<file path="config.mk">
export PLATFORM = sky130hd
export DESIGN_NAME = sorted_set_insert_delete_unit
export DESIGN_NICKNAME = d
export VERILOG_FILES = /design/src/rtl/ssid_pkg.sv /design/src/rtl/sorted_set_insert_delete_unit.sv /design/src/rtl/ssid_cell.sv
export SDC_FILE = /design/constraint.sdc
export NUM_CORES = 2
export LEC_CHECK = 0
export BUFFER_PORTS_ARGS = -buffer_cell sky130_fd_sc_hd__buf_2
export CAP_MARGIN = 40
export CORE_AREA = 4 4 454 322
export DETAILED_ROUTE_END_ITERATION = 8
export DIE_AREA = 0 0 458 326
export GPL_TIMING_DRIVEN = 0
export PLACE_DENSITY = 0.42
export SYNTH_ARGS = -nofsm -noshare
export SYNTH_HDL_FRONTEND = slang
export SYNTH_HIERARCHICAL = 1
export SYNTH_SLANG_ARGS = --single-unit
</file>
<file path="constraint.sdc">
create_clock -name i_clk -period 5.01 [get_ports i_clk]
set_input_delay 0.7515 -clock i_clk [delete_from_list [all_inputs] [get_ports i_clk]]
set_output_delay 0.7515 -clock i_clk [all_outputs]
set_load 0.03 [all_outputs]
</file>
<file path="src/rtl/ssid_pkg.sv">
// ----------------------------------------------------------------------------
// ssid_pkg
// Shared types for the sorted set insert/delete unit: operation and status
// codes and the per-cell update controls.
// ----------------------------------------------------------------------------
package ssid_pkg;

    typedef enum logic [1:0] {
        MODE_INSERT = 2'd0,
        MODE_DELETE = 2'd1,
        MODE_CLEAR  = 2'd2
    } t_mode;

    typedef enum logic [2:0] {
        ST_OK      = 3'd0,
        ST_FULL    = 3'd1,
        ST_DUP     = 3'd2,
        ST_EMPTY   = 3'd3,
        ST_MISSING = 3'd4
    } t_status;

    typedef struct packed {
        logic cmp;   // register compare flags against the key
        logic ins;   // shift up from the insert point, key lands there
        logic del;   // shift down from the delete point
    } t_cell_ctl;

endpackage

</file>
<file path="src/rtl/sorted_set_insert_delete_unit.sv">
// ----------------------------------------------------------------------------
// sorted_set_insert_delete_unit
// Bounded set of distinct values kept in ascending order in a row of cells.
// ----------------------------------------------------------------------------
// Input channel (i_in_valid / o_in_ready): one word holds i_mode (insert,
// delete, clear) and i_item_value. Output channel (o_out_valid / i_out_ready):
// one word per input word with o_status, o_entry_count, o_is_empty, o_is_full.
// On acceptance every cell registers whether it is below or equal to the key;
// at commit the status is resolved, the result word is registered and each
// cell keeps its value, takes the key, or takes its left or right neighbor's
// value. A new word is taken only once the previous one has committed: the
// compare/commit pair on the cell row holds one operation at a time.
// Reset clears the count, so the set reads as empty; stored values are not
// cleared. If the receiver stalls, the result waits in the output register,
// one more input word may be taken and is held at commit until the output
// register frees up.
// ----------------------------------------------------------------------------
module sorted_set_insert_delete_unit #(
    parameter int DEPTH       = 16,
    parameter int VALUE_WIDTH = 32,
    localparam int CW         = $clog2(DEPTH + 1)
) (
    input  logic                   i_clk,
    input  logic                   i_rst_n,
    input  logic                   i_in_valid,
    output logic                   o_in_ready,
    input  logic [1:0]             i_mode,
    input  logic [VALUE_WIDTH-1:0] i_item_value,
    output logic                   o_out_valid,
    input  logic                   i_out_ready,
    output logic [2:0]             o_status,
    output logic [CW-1:0]          o_entry_count,
    output logic                   o_is_empty,
    output logic                   o_is_full
);
    import ssid_pkg::*;

    logic                   r_s1_valid;
    logic [1:0]             r_mode;
    logic [VALUE_WIDTH-1:0] r_key;
    logic [CW-1:0]          r_count;
    logic [CW-1:0]          n_count;
    t_status                n_status;
    logic                   r_out_valid;
    t_status                r_status;
    logic [CW-1:0]          r_out_count;

    logic                   w_accept;
    logic                   w_commit;
    logic                   w_any_eq;
    logic                   w_ins_ok;
    logic                   w_del_ok;
    t_cell_ctl              w_ctl;

    logic [DEPTH-1:0]       w_lt;
    logic [DEPTH-1:0]       w_eq;
    logic [VALUE_WIDTH-1:0] w_val [DEPTH];

    assign o_in_ready = !r_s1_valid;
    assign w_accept   = i_in_valid && o_in_ready;
    assign w_commit   = r_s1_valid && (!r_out_valid || i_out_ready);
    assign w_any_eq   = |w_eq;

    always_comb begin
        n_status = ST_OK;
        n_count  = r_count;
        w_ins_ok = 1'b0;
        w_del_ok = 1'b0;
        case (r_mode)
            MODE_INSERT: begin
                if (r_count == CW'(DEPTH)) begin
                    n_status = ST_FULL;
                end else if (w_any_eq) begin
                    n_status = ST_DUP;
                end else begin
                    w_ins_ok = 1'b1;
                    n_count  = r_count + CW'(1);
                end
            end
            MODE_DELETE: begin
                if (r_count == '0) begin
                    n_status = ST_EMPTY;
                end else if (!w_any_eq) begin
                    n_status = ST_MISSING;
                end else begin
                    w_del_ok = 1'b1;
                    n_count  = r_count - CW'(1);
                end
            end
            MODE_CLEAR: begin
                n_count = '0;
            end
            default: begin
                n_count = r_count;
            end
        endcase
    end

    assign w_ctl.cmp = w_accept;
    assign w_ctl.ins = w_commit && w_ins_ok;
    assign w_ctl.del = w_commit && w_del_ok;

    for (genvar g = 0; g < DEPTH; g++) begin : g_cell
        logic [VALUE_WIDTH-1:0] w_left_value;
        logic                   w_left_lt;
        logic [VALUE_WIDTH-1:0] w_right_value;

        if (g == 0) begin : g_head
            assign w_left_value = r_key;
            assign w_left_lt    = 1'b1;
        end else begin : g_body
            assign w_left_value = w_val[g-1];
            assign w_left_lt    = w_lt[g-1];
        end

        if (g == DEPTH - 1) begin : g_tail
            assign w_right_value = w_val[g];
        end else begin : g_mid
            assign w_right_value = w_val[g+1];
        end

        ssid_cell #(
            .VALUE_WIDTH (VALUE_WIDTH)
        ) u_cell (
            .i_clk         (i_clk),
            .i_ctl         (w_ctl),
            .i_key         (w_accept ? i_item_value : r_key),
            .i_occupied    (r_count > CW'(g)),
            .i_left_value  (w_left_value),
            .i_left_lt     (w_left_lt),
            .i_right_value (w_right_value),
            .o_value       (w_val[g]),
            .o_lt          (w_lt[g]),
            .o_eq          (w_eq[g])
        );
    end

    always_ff @(posedge i_clk) begin
        if (!i_rst_n) begin
            r_s1_valid  <= 1'b0;
            r_out_valid <= 1'b0;
            r_count     <= '0;
        end else begin
            if (w_accept) begin
                r_s1_valid <= 1'b1;
            end else if (w_commit) begin
                r_s1_valid <= 1'b0;
            end
            if (w_commit) begin
                r_out_valid <= 1'b1;
                r_count     <= n_count;
            end else if (i_out_ready) begin
                r_out_valid <= 1'b0;
            end
        end
    end

    always_ff @(posedge i_clk) begin
        if (w_accept) begin
            r_mode <= i_mode;
            r_key  <= i_item_value;
        end
        if (w_commit) begin
            r_status    <= n_status;
            r_out_count <= n_count;
        end
    end

    assign o_out_valid   = r_out_valid;
    assign o_status      = r_status;
    assign o_entry_count = r_out_count;
    assign o_is_empty    = (r_out_count == '0);
    assign o_is_full     = (r_out_count == CW'(DEPTH));

endmodule

</file>
<file path="src/rtl/ssid_cell.sv">
// ----------------------------------------------------------------------------
// ssid_cell
// One position of the sorted row: holds a value, registers its compare flags
// against the key, and on a commit keeps, takes the key, or takes a neighbor.
// ----------------------------------------------------------------------------
module ssid_cell #(
    parameter int VALUE_WIDTH = 32
) (
    input  logic                   i_clk,
    input  ssid_pkg::t_cell_ctl    i_ctl,
    input  logic [VALUE_WIDTH-1:0] i_key,
    input  logic                   i_occupied,
    input  logic [VALUE_WIDTH-1:0] i_left_value,
    input  logic                   i_left_lt,
    input  logic [VALUE_WIDTH-1:0] i_right_value,
    output logic [VALUE_WIDTH-1:0] o_value,
    output logic                   o_lt,
    output logic                   o_eq
);
    import ssid_pkg::*;

    logic [VALUE_WIDTH-1:0] r_value;
    logic [VALUE_WIDTH-1:0] n_value;
    logic                   r_lt;
    logic                   r_eq;

    always_comb begin
        n_value = r_value;
        if (i_ctl.ins && !r_lt) begin
            n_value = i_left_lt ? i_key : i_left_value;
        end else if (i_ctl.del && !r_lt) begin
            n_value = i_right_value;
        end
    end

    always_ff @(posedge i_clk) begin
        r_value <= n_value;
        if (i_ctl.cmp) begin
            r_lt <= i_occupied && (r_value < i_key);
            r_eq <= i_occupied && (r_value == i_key);
        end
    end

    assign o_value = r_value;
    assign o_lt    = r_lt;
    assign o_eq    = r_eq;

endmodule

</file>
==> impl_metrics.env <==
export IMPL_grt_pass1_wl_um=204800
export IMPL_synthMuxAreaShare=0.1297
export IMPL_syn_nets=4919
export IMPL_avgSynthCellArea_um2=9.690
export IMPL_fin_util=0.3395
export IMPL_setup_viol=0
export IMPL_post_route_drc_count=0
export IMPL_synth_compound_area_frac=0.1226
export IMPL_multi_input_area_um2=22130
export IMPL_hold_ws_ns=0.2907
export IMPL_num_rows=116
export IMPL_syn_area_um2=42280
export IMPL_synth_cells=4363
export IMPL_cts_tree="yes"
export IMPL_design_area_um2=48140
export IMPL_antenna_found_initial=4
export IMPL_power_density_nw_per_um2=297.1
export IMPL_nFillCells=14579
export IMPL_worstPathMaxFanout=41
export IMPL_grt_pass1_vias=31454
export IMPL_ant_nets=0
export IMPL_maxCapViolCount=0
export IMPL_yosysWarnings=6
export IMPL_via_per_inst=5.015
export IMPL_die_w_um=458
export IMPL_finalNetCount=5079
export IMPL_tightestPinTransition_ns=0.8435
export IMPL_synth_edf_count=554
export IMPL_vdd_drop_max_mv=0.2006
export IMPL_slowest_delay_ns=0.76
export IMPL_clock_sinks=593
export IMPL_coreArea_um2=141800
export IMPL_synth_ff_type="edfxtp_1"
export IMPL_worstSkewPairLatency_ns=0.65
export IMPL_end_kind="flop"
export IMPL_rsz0062_at_grt="no"
export IMPL_cts_made_buffers=75
export IMPL_clk_pin_slew_ns=0.06
export IMPL_avgRoutedWirePerCell_um=20.86
export IMPL_synth_top_area_share=0.3935
export IMPL_hold_viol=0
export IMPL_period_minus_slack_ns=4.572
export IMPL_netlist_top_cells_area="edfxtp_1 (39%), ha_1 (15%), mux2i_1 (12%)"
export IMPL_drive_gt1_frac=0.07702
export IMPL_cp_slowest_cell="nor4_2"
export IMPL_dieArea_um2=149300
export IMPL_regArea_um2=17420
export IMPL_p_leak_nw=21.67
export IMPL_synth_seq_cells=593
export IMPL_yosys_area_share_simple=0.1139
export IMPL_skew_ns=0.02987
export IMPL_hold_path_class="primary input to flop"
export IMPL_cts_hold_buffers=0
export IMPL_seq_area_frac_synth=0.4120
export IMPL_drt_wl_total_um=135000
export IMPL_hpwl_um=108000
export IMPL_htree_levels=3
export IMPL_synth_distinct_cells=60
export IMPL_vias=32464
export IMPL_synth_top_cell_by_area="edfxtp_1"
export IMPL_grt_overflow=0
export IMPL_yosysMostFrequentCell="nand2_1"
export IMPL_crit_type="flop to flop"
export IMPL_grt_max_degree=42
export IMPL_cts_root_buffer="clkbuf_16"
export IMPL_crit_chain="nor2b_1, clkbuf_2, buf_4, buf_16, mux2_4, inv_1, ha_1, and4_1, nand4_1, nor4_2, nand2_1, nor3_1"
export IMPL_relSlewSlack=0.4371
export IMPL_start_util=0.2981
export IMPL_timing_final_crit_share=0.9127
export IMPL_area_growth_pct=13.87
export IMPL_die_height_um=326
export IMPL_total_power_mw=14.30
export IMPL_place_congestion=0.8156
export IMPL_synth_top_family_by_area="adder cells"
export IMPL_critPathArrivalTime_ns=5.00
export IMPL_synth_common_cells="nand2_1 (674), o21ai_0 (594), edfxtp_1 (554)"
export IMPL_numPortBuffers=48
export IMPL_drt_initial_drc_count=2436
export IMPL_crit_required_ns=5.44
export IMPL_place_area_um2=45730
export IMPL_async_flop_share=0
export IMPL_synth_xor_area_frac=0.0002072
export IMPL_max_freq_mhz=218.7
export IMPL_ioPinCount=50
export IMPL_status="complete, no violations"
export IMPL_cp_start_kind="flop"
export IMPL_grtUsageTotal=0.1768
export IMPL_synthAdderAreaFrac=0.1533
export IMPL_clockBufferDepth=3
export IMPL_drt_pass1_iterations=5
export IMPL_drv_slew=0
-- layout by cell type (no fill, tap or decap), types with 61 or more instances in the layout --
master / count
a21oi_1: 166
buf_2: 101
clkbuf_1: 157
clkbuf_16: 77
edfxtp_1: 554
ha_1: 518
inv_1: 553
mux2i_1: 512
nand2_1: 674
nand3_1: 72
nand4_1: 66
nor2_1: 61
o21ai_0: 587
-- layer usage --
layer	vias to the layer above	GRT usage	wire length, um
met3	92	0.02431	6347
met1	15820	0.3093	79350
met4	0	0.02512	1621
met5	-	0	0
met2	599	0.2209	47700
li1	15953	-	-
-- critical path: cells and delay by family (launching register included) --
| kind | cells | cell delay (ns) |
|---|---|---|
| DFF | 1 | 0.33 |
| adders and majority gates | 1 | 0.30 |
| buffers and inverters | 4 | 1.04 |
| and+or+nand+nor | 6 | 2.09 |
| muxes | 1 | 0.49 |
-- power by group --
group	switching [mW]	total [mW]	internal [mW]
sequential	0.0838	5.58	5.49
combinational	2.04	3.23	1.19
clock	2.34	5.49	3.15
total	4.47	14.3	9.83
-- registers in the layout, indices dropped and copies added (netlist names) --
register and count:
g_cell.u_cell/o_lt 16, r_count 5, o_status 3, g_cell.u_cell/o_value 512, r_mode 2, o_entry_count 5
g_cell.w_left_value 32, r_s1_valid 1, g_cell.u_cell/o_eq 16, o_out_valid 1
-- per-stage QoR --
step,cells,setup WS (ns),TNS [ns]
after CTS,6471,0.0006644,0
after global routing,6471,0.2527,0
final,6473,0.4376,0
after global placement,6299,-1.943,-1000.29
after floorplan,4363,0.6622,0
after detailed placement,6334,-0.7039,-13.14
-- timing repair --
item,CTS,global route
endpoints found under the setup margin,2,15
resized for setup,3,4
setup buffers,0,0
hold endpoints to repair,0,0
-- final timing paths --
path,startpoint,endpoint,slack [ns],cells past startpoint
setup reg to reg,r_s1_valid,g_cell[1].u_cell/o_eq,0.44,12
setup / recovery,r_s1_valid,g_cell[1].u_cell/o_eq,0.44,12
hold / removal,i_mode[1],r_mode[1],0.29,1
hold reg to reg,o_out_valid,o_out_valid,0.50,2
-- kinds of logic after synthesis --
family	after synthesis
AND/OR/NAND/NOR	1050
flip-flops	593
XOR/XNOR	1
adder cells (fa/ha/maj)	518
AO/OA/AOI/OAI	910
buffers and inverters	746
other	1
multiplexers	544
-- final cells by class --
| cell class | count | share of cell area |
|---|---|---|
| well taps | 1888 | 0.04907 |
| diodes | 2 | 0.0001040 |
| plain buffers | 192 | 0.01682 |
| repair buffers | 83 | 0.01978 |
| inverters | 554 | 0.04320 |
| flip-flops and latches | 593 | 0.3618 |
| clock buffers | 104 | 0.04296 |
| multi-input cells | 3024 | 0.4598 |
| clock inverters | 33 | 0.006498 |
No activity file was read; power rests on OpenSTA's default activity.
